### src/assert_macros.svh
// ----------------------------------------------------------------------------
// assert_macros.svh
// Concurrent assertion shorthands shared by the RTL.
// ----------------------------------------------------------------------------
`ifndef ASSERT_MACROS_SVH
`define ASSERT_MACROS_SVH

// Checked on every clock edge outside reset.
`define ASSERT_CLK(label, prop, msg) \
    label: assert property (@(posedge clk) disable iff (!rst_n) prop) else $error(msg);

// Checked on every clock edge, reset included.
`define ASSERT_ALWAYS(label, prop, msg) \
    label: assert property (@(posedge clk) prop) else $error(msg);

`endif

### src/wds_pkg.sv
// ----------------------------------------------------------------------------
// wds_pkg
// Shared constants and types for the wake deadline scheduler.
// ----------------------------------------------------------------------------
`timescale 1ns / 1ps
`default_nettype none

package wds_pkg;

    localparam int DEF_TICK_BITS = 32;
    localparam int FIELD_W       = 32;
    localparam int INTERVAL_W    = 31;
    localparam int CMP_W         = 64;

    localparam int NUM_CNT       = 8;
    localparam int CNT_W         = 32;
    localparam int CNT_IDX_W     = 3;

    localparam int ACTION_W      = 3;
    localparam int CFG_ADDR_W    = 2;

    localparam int IN_DATA_W     = 104;
    localparam int OUT_DATA_W    = 136;

    // actions
    localparam logic [ACTION_W-1:0] ACT_RECORD  = 3'd0;
    localparam logic [ACTION_W-1:0] ACT_PREPARE = 3'd1;
    localparam logic [ACTION_W-1:0] ACT_FINISH  = 3'd2;
    localparam logic [ACTION_W-1:0] ACT_SHORTEN = 3'd3;
    localparam logic [ACTION_W-1:0] ACT_QUERY   = 3'd4;

    // config register indexes
    localparam logic [CFG_ADDR_W-1:0] REG_NORMAL  = 2'd0;
    localparam logic [CFG_ADDR_W-1:0] REG_WARNING = 2'd1;
    localparam logic [CFG_ADDR_W-1:0] REG_RETRY   = 2'd2;

    localparam logic [INTERVAL_W-1:0] NORMAL_RST  = 31'd60000;
    localparam logic [INTERVAL_W-1:0] WARNING_RST = 31'd10000;
    localparam logic [INTERVAL_W-1:0] RETRY_RST   = 31'd5000;

    // statistic counter slots
    localparam logic [CNT_IDX_W-1:0] CNT_ATTEMPTS      = 3'd0;
    localparam logic [CNT_IDX_W-1:0] CNT_SUCCESSES     = 3'd1;
    localparam logic [CNT_IDX_W-1:0] CNT_FAILURES      = 3'd2;
    localparam logic [CNT_IDX_W-1:0] CNT_DUE_CHECKS    = 3'd3;
    localparam logic [CNT_IDX_W-1:0] CNT_DUE_SUCCESSES = 3'd4;
    localparam logic [CNT_IDX_W-1:0] CNT_DUE_WAKES     = 3'd5;
    localparam logic [CNT_IDX_W-1:0] CNT_CLOCK_FAILS   = 3'd6;
    localparam logic [CNT_IDX_W-1:0] CNT_SHORTENS      = 3'd7;

    typedef struct packed {
        logic dl_armed;
        logic pending;
        logic tracking;
        logic last_ok;
    } sched_flags_t;

    typedef struct packed {
        logic [ACTION_W-1:0]   action;
        logic [FIELD_W-1:0]    now_tick;
        logic                  meas_good;
        logic                  low_warning;
        logic [FIELD_W-1:0]    elapsed;
        logic                  clock_good;
        logic [FIELD_W-1:0]    shorten_by;
    } sched_item_t;

endpackage

`default_nettype wire

### src/wds_step.sv
// ----------------------------------------------------------------------------
// wds_step
// Next-state logic for one scheduler event.
// ----------------------------------------------------------------------------
`timescale 1ns / 1ps
`default_nettype none

module wds_step
    import wds_pkg::*;
#(
    parameter int TICK_BITS = DEF_TICK_BITS
)
(
    input  wire sched_item_t             item,
    input  wire logic [INTERVAL_W-1:0]   normal_interval,
    input  wire logic [INTERVAL_W-1:0]   warning_interval,
    input  wire logic [INTERVAL_W-1:0]   retry_interval,
    input  wire logic [TICK_BITS-1:0]    deadline_cur,
    input  wire sched_flags_t            flags_cur,
    input  wire logic [INTERVAL_W-1:0]   sleep_rem_cur,
    input  wire logic [FIELD_W-1:0]      last_elapsed_cur,
    output logic [TICK_BITS-1:0]         deadline_next,
    output sched_flags_t                 flags_next,
    output logic [INTERVAL_W-1:0]        sleep_rem_next,
    output logic [FIELD_W-1:0]           last_elapsed_next,
    output logic [INTERVAL_W-1:0]        remaining,
    output logic [NUM_CNT-1:0]           bump
);

    localparam logic [CMP_W-1:0] HALF_RANGE = (CMP_W'(1) << (TICK_BITS - 1)) - CMP_W'(1);

    logic [TICK_BITS-1:0]  now_t;
    logic [TICK_BITS-1:0]  rem_raw;
    logic [TICK_BITS-1:0]  rem_eval;
    logic                  cfg_ok;
    logic                  eval_fail;
    logic                  pend_eval;
    logic [INTERVAL_W-1:0] next_iv;
    logic                  cut_retry;
    logic [TICK_BITS-1:0]  step_ticks;
    logic                  late_wake;
    logic                  do_shorten;

    assign now_t   = TICK_BITS'(item.now_tick);
    assign rem_raw = deadline_cur - now_t;

    assign cfg_ok = (normal_interval != '0)
                 && (CMP_W'(normal_interval) <= HALF_RANGE)
                 && (warning_interval != '0) && (warning_interval <= normal_interval)
                 && (retry_interval != '0) && (retry_interval <= normal_interval);

    // out of range when half the tick range or more ahead
    assign eval_fail = !cfg_ok || !flags_cur.dl_armed || flags_cur.pending
                    || (rem_raw == '0) || rem_raw[TICK_BITS-1];
    assign rem_eval  = eval_fail ? '0 : rem_raw;
    assign pend_eval = flags_cur.pending || eval_fail;

    assign next_iv    = item.meas_good ? (item.low_warning ? warning_interval : normal_interval)
                                       : retry_interval;
    // failed sample never pushes out an earlier deadline
    assign cut_retry  = !item.meas_good && (rem_eval != '0)
                     && (CMP_W'(rem_eval) < CMP_W'(retry_interval));
    assign step_ticks = cut_retry ? rem_eval : TICK_BITS'(next_iv);

    assign late_wake  = !item.clock_good || (item.elapsed >= FIELD_W'(sleep_rem_cur));
    assign do_shorten = (item.shorten_by != '0)
                     && (CMP_W'(item.shorten_by) < CMP_W'(rem_eval));

    always_comb
    begin
        deadline_next     = deadline_cur;
        flags_next        = flags_cur;
        sleep_rem_next    = sleep_rem_cur;
        last_elapsed_next = last_elapsed_cur;
        remaining         = '0;
        bump              = '0;
        case (item.action)
            ACT_RECORD:
            begin
                if (cfg_ok)
                begin
                    remaining                   = INTERVAL_W'(rem_eval);
                    bump[CNT_DUE_CHECKS]        = pend_eval;
                    bump[CNT_DUE_SUCCESSES]     = pend_eval && item.meas_good;
                    bump[CNT_ATTEMPTS]          = 1'b1;
                    bump[CNT_SUCCESSES]         = item.meas_good;
                    bump[CNT_FAILURES]          = !item.meas_good;
                    flags_next.last_ok          = item.meas_good;
                    flags_next.dl_armed         = 1'b1;
                    flags_next.pending          = 1'b0;
                    deadline_next               = now_t + step_ticks;
                end
            end
            ACT_PREPARE:
            begin
                remaining           = INTERVAL_W'(rem_eval);
                flags_next.pending  = pend_eval;
                sleep_rem_next      = INTERVAL_W'(rem_eval);
                flags_next.tracking = (INTERVAL_W'(rem_eval) != '0);
            end
            ACT_FINISH:
            begin
                if (flags_cur.tracking)
                begin
                    flags_next.tracking = 1'b0;
                    last_elapsed_next   = item.elapsed;
                    if (late_wake)
                    begin
                        deadline_next          = now_t;
                        flags_next.pending     = 1'b1;
                        bump[CNT_DUE_WAKES]    = 1'b1;
                        bump[CNT_CLOCK_FAILS]  = !item.clock_good;
                    end
                    else
                    begin
                        deadline_next = now_t + TICK_BITS'(sleep_rem_cur)
                                      - TICK_BITS'(item.elapsed);
                    end
                end
            end
            ACT_SHORTEN:
            begin
                remaining          = INTERVAL_W'(rem_eval);
                flags_next.pending = pend_eval;
                if (do_shorten)
                begin
                    deadline_next       = now_t + TICK_BITS'(item.shorten_by);
                    bump[CNT_SHORTENS]  = 1'b1;
                end
            end
            ACT_QUERY:
            begin
                remaining          = INTERVAL_W'(rem_eval);
                flags_next.pending = pend_eval;
            end
            default:
            begin
                remaining = '0;
            end
        endcase
    end

endmodule

`default_nettype wire

### src/wds_stats.sv
// ----------------------------------------------------------------------------
// wds_stats
// Bank of eight wrapping statistic counters with post-update readout.
// ----------------------------------------------------------------------------
`timescale 1ns / 1ps
`default_nettype none

module wds_stats
    import wds_pkg::*;
(
    input  wire logic                 clk,
    input  wire logic                 rst_n,
    input  wire logic                 en,
    input  wire logic [NUM_CNT-1:0]   bump,
    input  wire logic [CNT_IDX_W-1:0] sel,
    output logic [CNT_W-1:0]          value
);

    logic [CNT_W-1:0] cnt_reg  [NUM_CNT];
    logic [CNT_W-1:0] cnt_next [NUM_CNT];

    always_comb
    begin
        for (int i = 0; i < NUM_CNT; i++)
        begin
            cnt_next[i] = cnt_reg[i] + CNT_W'(bump[i]);
        end
    end

    assign value = cnt_next[sel];

    always_ff @(posedge clk or negedge rst_n)
    begin
        if (!rst_n)
        begin
            for (int i = 0; i < NUM_CNT; i++)
            begin
                cnt_reg[i] <= '0;
            end
        end
        else if (en)
        begin
            for (int i = 0; i < NUM_CNT; i++)
            begin
                cnt_reg[i] <= cnt_next[i];
            end
        end
    end

endmodule

`default_nettype wire

### src/wake_deadline_scheduler_core.sv
// ----------------------------------------------------------------------------
// wake_deadline_scheduler_core
// Wrap-safe wake deadline scheduler for periodic battery sampling.
//
//   channel  dir  payload
//   s_*      in   tuser: action; tdata: now_tick, meas_good, low_warning,
//                 elapsed, clock_good, shorten_by, counter_index
//   m_*      out  tdata: remaining, deadline, due_pending, deadline_set,
//                 sleep_tracking, last_ok, last_elapsed, counter_value
//   cfg_*    in   normal, warning, retry interval writes
//
// One item per cycle sustained while m_tready keeps the result moving; an accepted
// item passes the input register, then the event logic into the result register.
// The event logic reads and updates the scheduler state in the same cycle.
// A stalled result holds the next item in the input register and drops s_tready.
// Reset clears all state, counters and valid flags; intervals return to defaults.
// ----------------------------------------------------------------------------
`timescale 1ns / 1ps
`default_nettype none

`include "assert_macros.svh"

module wake_deadline_scheduler_core
    import wds_pkg::*;
#(
    parameter int TICK_BITS = DEF_TICK_BITS
)
(
    input  wire logic                   clk,
    input  wire logic                   rst_n,

    input  wire logic                   s_tvalid,
    output logic                        s_tready,
    // [31:0] now_tick, [32] meas_good, [33] low_warning, [65:34] elapsed,
    // [66] clock_good, [98:67] shorten_by, [101:99] counter_index
    input  wire logic [IN_DATA_W-1:0]   s_tdata,
    // [2:0] action
    input  wire logic [ACTION_W-1:0]    s_tuser,

    output logic                        m_tvalid,
    input  wire logic                   m_tready,
    // [30:0] remaining, [62:31] deadline, [63] due_pending, [64] deadline_set,
    // [65] sleep_tracking, [66] last_ok, [98:67] last_elapsed,
    // [130:99] counter_value
    output logic [OUT_DATA_W-1:0]       m_tdata,

    input  wire logic                   cfg_we,
    input  wire logic [CFG_ADDR_W-1:0]  cfg_addr,
    input  wire logic [INTERVAL_W-1:0]  cfg_wdata
);

    logic                  in_valid_reg;
    logic [ACTION_W-1:0]   in_action_reg;
    logic [IN_DATA_W-1:0]  in_data_reg;
    logic                  out_valid_reg;
    logic [OUT_DATA_W-1:0] out_data_reg;
    logic [OUT_DATA_W-1:0] out_data_next;
    logic                  advance;

    logic [INTERVAL_W-1:0] normal_reg;
    logic [INTERVAL_W-1:0] warning_reg;
    logic [INTERVAL_W-1:0] retry_reg;

    logic [TICK_BITS-1:0]  deadline_reg;
    logic [TICK_BITS-1:0]  deadline_next;
    sched_flags_t          flags_reg;
    sched_flags_t          flags_next;
    logic [INTERVAL_W-1:0] sleep_rem_reg;
    logic [INTERVAL_W-1:0] sleep_rem_next;
    logic [FIELD_W-1:0]    last_elapsed_reg;
    logic [FIELD_W-1:0]    last_elapsed_next;

    sched_item_t           item;
    logic [CNT_IDX_W-1:0]  cnt_sel;
    logic [INTERVAL_W-1:0] remaining;
    logic [NUM_CNT-1:0]    bump;
    logic [CNT_W-1:0]      counter_value;

    assign advance  = in_valid_reg && (!out_valid_reg || m_tready);
    assign s_tready = !in_valid_reg || advance;
    assign m_tvalid = out_valid_reg;
    assign m_tdata  = out_data_reg;

    assign item.action      = in_action_reg;
    assign item.now_tick    = in_data_reg[31:0];
    assign item.meas_good   = in_data_reg[32];
    assign item.low_warning = in_data_reg[33];
    assign item.elapsed     = in_data_reg[65:34];
    assign item.clock_good  = in_data_reg[66];
    assign item.shorten_by  = in_data_reg[98:67];
    assign cnt_sel          = in_data_reg[101:99];

    wds_step #(
        .TICK_BITS (TICK_BITS)
    ) u_step (
        .item              (item),
        .normal_interval   (normal_reg),
        .warning_interval  (warning_reg),
        .retry_interval    (retry_reg),
        .deadline_cur      (deadline_reg),
        .flags_cur         (flags_reg),
        .sleep_rem_cur     (sleep_rem_reg),
        .last_elapsed_cur  (last_elapsed_reg),
        .deadline_next     (deadline_next),
        .flags_next        (flags_next),
        .sleep_rem_next    (sleep_rem_next),
        .last_elapsed_next (last_elapsed_next),
        .remaining         (remaining),
        .bump              (bump)
    );

    wds_stats u_stats (
        .clk   (clk),
        .rst_n (rst_n),
        .en    (advance),
        .bump  (bump),
        .sel   (cnt_sel),
        .value (counter_value)
    );

    assign out_data_next = {5'b0, counter_value, last_elapsed_next, flags_next.last_ok,
                            flags_next.tracking, flags_next.dl_armed,
                            flags_next.pending, FIELD_W'(deadline_next), remaining};

    always_ff @(posedge clk or negedge rst_n)
    begin
        if (!rst_n)
        begin
            in_valid_reg  <= 1'b0;
            out_valid_reg <= 1'b0;
        end
        else
        begin
            if (s_tready)
            begin
                in_valid_reg <= s_tvalid;
            end
            if (advance)
            begin
                out_valid_reg <= 1'b1;
            end
            else if (m_tready)
            begin
                out_valid_reg <= 1'b0;
            end
        end
    end

    always_ff @(posedge clk)
    begin
        if (s_tready && s_tvalid)
        begin
            in_action_reg <= s_tuser;
            in_data_reg   <= s_tdata;
        end
        if (advance)
        begin
            out_data_reg <= out_data_next;
        end
    end

    always_ff @(posedge clk or negedge rst_n)
    begin
        if (!rst_n)
        begin
            normal_reg  <= NORMAL_RST;
            warning_reg <= WARNING_RST;
            retry_reg   <= RETRY_RST;
        end
        else if (cfg_we)
        begin
            case (cfg_addr)
                REG_NORMAL:  normal_reg  <= cfg_wdata;
                REG_WARNING: warning_reg <= cfg_wdata;
                REG_RETRY:   retry_reg   <= cfg_wdata;
                default:     normal_reg  <= normal_reg;
            endcase
        end
    end

    always_ff @(posedge clk or negedge rst_n)
    begin
        if (!rst_n)
        begin
            deadline_reg     <= '0;
            flags_reg        <= '0;
            sleep_rem_reg    <= '0;
            last_elapsed_reg <= '0;
        end
        else if (advance)
        begin
            deadline_reg     <= deadline_next;
            flags_reg        <= flags_next;
            sleep_rem_reg    <= sleep_rem_next;
            last_elapsed_reg <= last_elapsed_next;
        end
    end

    `ASSERT_CLK(a_track_nonzero, flags_reg.tracking |-> (sleep_rem_reg != '0), "tracking with zero stored remaining")
    `ASSERT_CLK(a_deadline_sticky, !$fell(flags_reg.dl_armed), "deadline flag dropped")
    `ASSERT_CLK(a_state_hold, !advance |=> $stable(deadline_reg) && $stable(flags_reg), "state changed without an item")
    `ASSERT_ALWAYS(a_adv_needs_item, advance |-> in_valid_reg, "advance without a held item")

endmodule

`default_nettype wire
### config.mk
export PLATFORM = sky130hd
export DESIGN_NAME = wake_deadline_scheduler_core
export DESIGN_NICKNAME = d
export VERILOG_FILES = /design/src/wds_pkg.sv /design/src/wds_step.sv /design/src/wds_stats.sv /design/src/wake_deadline_scheduler_core.sv
export VERILOG_INCLUDE_DIRS = /design/src /design/src/src
export SDC_FILE = /design/constraint.sdc
export NUM_CORES = 2
export LEC_CHECK = 0
export BUFFER_PORTS_ARGS = -buffer_cell sky130_fd_sc_hd__buf_2
export CORE_UTILIZATION = 35
export CTS_CLUSTER_DIAMETER = 40
export DETAILED_ROUTE_END_ITERATION = 8
export PLACE_DENSITY = 0.62
export SLEW_MARGIN = 20
export SYNTH_ARGS = -nofsm -noshare
export SYNTH_HDL_FRONTEND = slang
export SYNTH_HIERARCHICAL = 1
export SYNTH_SLANG_ARGS = --single-unit
### constraint.sdc
create_clock -name clk -period 20.4 [get_ports clk]
set_input_delay 1.02 -clock clk [delete_from_list [all_inputs] [get_ports clk]]
set_output_delay 1.02 -clock clk [all_outputs]
set_load 0.05 [all_outputs]
==> metrics.yaml <==
portBuffers: 275
ys_warn_count: 6
violations: "design-rule violations"
layout_common_cells: "nand2_1 (482), dfrtp_1 (433), xnor2_1 (321)"
grt_max_degree: 148
final_cell_area_um2: 54400
final_hold_viol_count: 0
crit_path_start: "in_data_reg[1]"
cp-start-kind: "flip-flop"
cts_buffers: 120
worst_r2r_path_depth: 37
p_clk_share_pct: 37.9
fp-row-count: 134
cts-root-buf: "clkbuf_16"
netlist_area_um2: 47200
cp_slowest_cell: "o311ai_0"
cp.arrival_ps: 11910
power_leakage_nw: 23.5
rsz0062_at_grt: "false"
grt_pass1_vias: 37256
grt_usage_pct: 22.6
path_class: "flip-flop to flip-flop"
vias: 39098
crit_path_max_incr_delay_ps: 820
ioPinCount: 283
fin_cells: 6972
dr.pass1.iters: 8
routed_wl_um: 156000
cts_setup_buffers: 0
critPathCaptureType: "flip-flop"
die_h_um: 369
mostFrequentLayoutCell: "nand2_1"
hold_buffers: 0
die_area_um2: 136000
hpwl_um: 119000
drtIter0Drc: 3773
p_int_mw: 3.48
pwr-share-seq_pct: 31.6
drv_cap: 0
nNetsFinal: 5582
clk_path_buf_depth: 3
finalWorstSetupSlack_ps: 9070
synthArstFlopShare_pct: 65.6
synth_edf_count: 236
synth_area_per_cell_um2: 9.68
post_dp_cell_area_um2: 50100
ys_ff_latch: 686
relSlewSlack_pct: 19.3
r2r_start: "in_data_reg[1]"
utilization_pct: 40.7
status: "finished with violations"
finalCriticalPeriod_ps: 11330
register_area_um2: 18400
netSwitchingFraction_pct: 37.0
h-tree-depth: 3
wl_per_cell_um: 22.4
hold-worst-slack_ps: 346
p_comb_share_pct: 30.5
cp_max_fo: 31
cts_sinks: 686
clk_latency_ps: 750
finalSetupTns_ps: 0
max_freq_mhz: 88.2
core_area_um2: 134000
ys.flop_type: "dfrtp_1"
nFillCells: 13013
cts.repair.resized: 0
path_clk_slew_ps: 60
powerDensity_nw_per_um2: 102
synthCells: 4872
hold_class: "primary input to asynchronous set/reset pin"
vias_per_cell: 5.61
initial_core_util_pct: 35.3
place_inst: 6741
dieWidth_um: 369
area_delta_synth_final_pct: 15.3
setup_viol: 0
p_sw_mw: 2.04
multi_input_area_um2: 26800
cts_tree: "done"
antenna_found_initial: 28
drive_above_1_share_pct: 14.8
required_ps: 20980
peakVddDrop_v: 0.0000728
synth_cell_type_count: 113
ant_nets: 0
largest_reg_flops: 256
grt_first_pass_wirelength_um: 233000
ys_seq_area_share_pct: 38.9
gr-total-overflow: 0
tightestPinTransition_ps: 1200
period_share_pct: 55.6
dp_slack_ps: 9560
crit_path_frequent_cell: "a21oi_1"
drc: 76
power_mw: 5.52
skew_ps: 62.9
gp_congestion: 0.966
slew_violations: 0
## power by group through the flow
stage               registers [mW]  clock network, mW  logic (mW)
floorplan                     1.83                  0        1.07
global placement              1.76                  0        1.63
detailed placement            1.77                  0        1.65
CTS                           1.74               2.13        1.66
global route                  1.76               2.19        1.82
finish                        1.75               2.09        1.68
## Yosys cell counts (20+ instances only)
library cell	number	area (µm²)
or3_1	52	325
o21a_1	32	240
or2_2	26	163
o211ai_1	62	465
a21oi_1	196	981
xor2_1	202	1770
mux4_2	22	495
mux2i_1	62	621
fa_1	34	681
mux2_2	113	1270
nor2b_1	23	144
xnor2_1	321	2810
nand2b_1	21	131
nand2_1	484	1820
mux2_1	101	1140
dfrtp_1	433	10800
nor2_1	310	1160
buf_1	22	82.6
a221oi_1	20	175
or4_1	31	233
nor3_1	104	521
inv_1	278	1040
buf_2	30	150
o21ai_0	200	1000
ha_1	308	3850
edfxtp_1	236	7090
nand3_1	170	851
clkbuf_1	135	507
nor4_1	97	607
a211oi_1	42	315
nand4_1	156	976
buf_4	22	165
and4_1	36	315
and2_1	33	206
and3_1	53	332
a31oi_1	21	131
a21o_1	57	428
o22ai_1	20	125
## cell families (layout without fill, tap and decap cells)
logic type,Yosys count,in the layout,synth area share [%]
flip-flops,686,686,38.9
AO/OA/AOI/OAI,856,856,12.0
adder cells (fa/ha/maj),342,342,9.61
multiplexers,298,298,7.48
AND/OR/NAND/NOR,1665,1665,17.9
buffers and inverters,500,826,4.35
XOR/XNOR,523,523,9.71
other,2,8,0.0159
## critical path, delay by kind of cell, from the launching register on
kind                     cells  cell delay (ps)
AO/OA/AOI/OAI               17             5430
flip-flops                   1              590
multiplexers                 2              520
adder cells (fa/ha/maj)      3              960
buffers and inverters        3              550
AND/OR/NAND/NOR             12             3060
## layout make-up
type / count / area share (%)
well taps: 1768 / 4.07
multi-input cells: 3690 / 49.3
diodes: 2 / 0.00920
clock inverters: 93 / 2.07
repair buffers: 316 / 3.14
flip-flops and latches: 686 / 33.8
inverters: 281 / 1.95
clock buffers: 136 / 5.73
## path summary, 6_finish.rpt
kind | end | slack [ps]
hold reg to reg | last_elapsed_reg[14] | 490
min in group clk | in_data_reg[87] | 440
setup reg to reg | deadline_reg[31] | 9070
max in group asynchronous | u_stats/cnt_reg[141] | 16420
hold / removal | last_elapsed_reg[28] | 350
setup / recovery | deadline_reg[31] | 9070
## layer usage
metal	vias up	track usage [%]	share of wire (%)	wire [µm]
met3	335	4.52	7.7	12100
met5	-	0	0.097	151
met1	18925	30.8	44	68200
met4	24	9.15	4.1	6470
li1	18176	-	-	-
met2	1638	34.8	44	69500
Power figures use the tool's default switching activity.
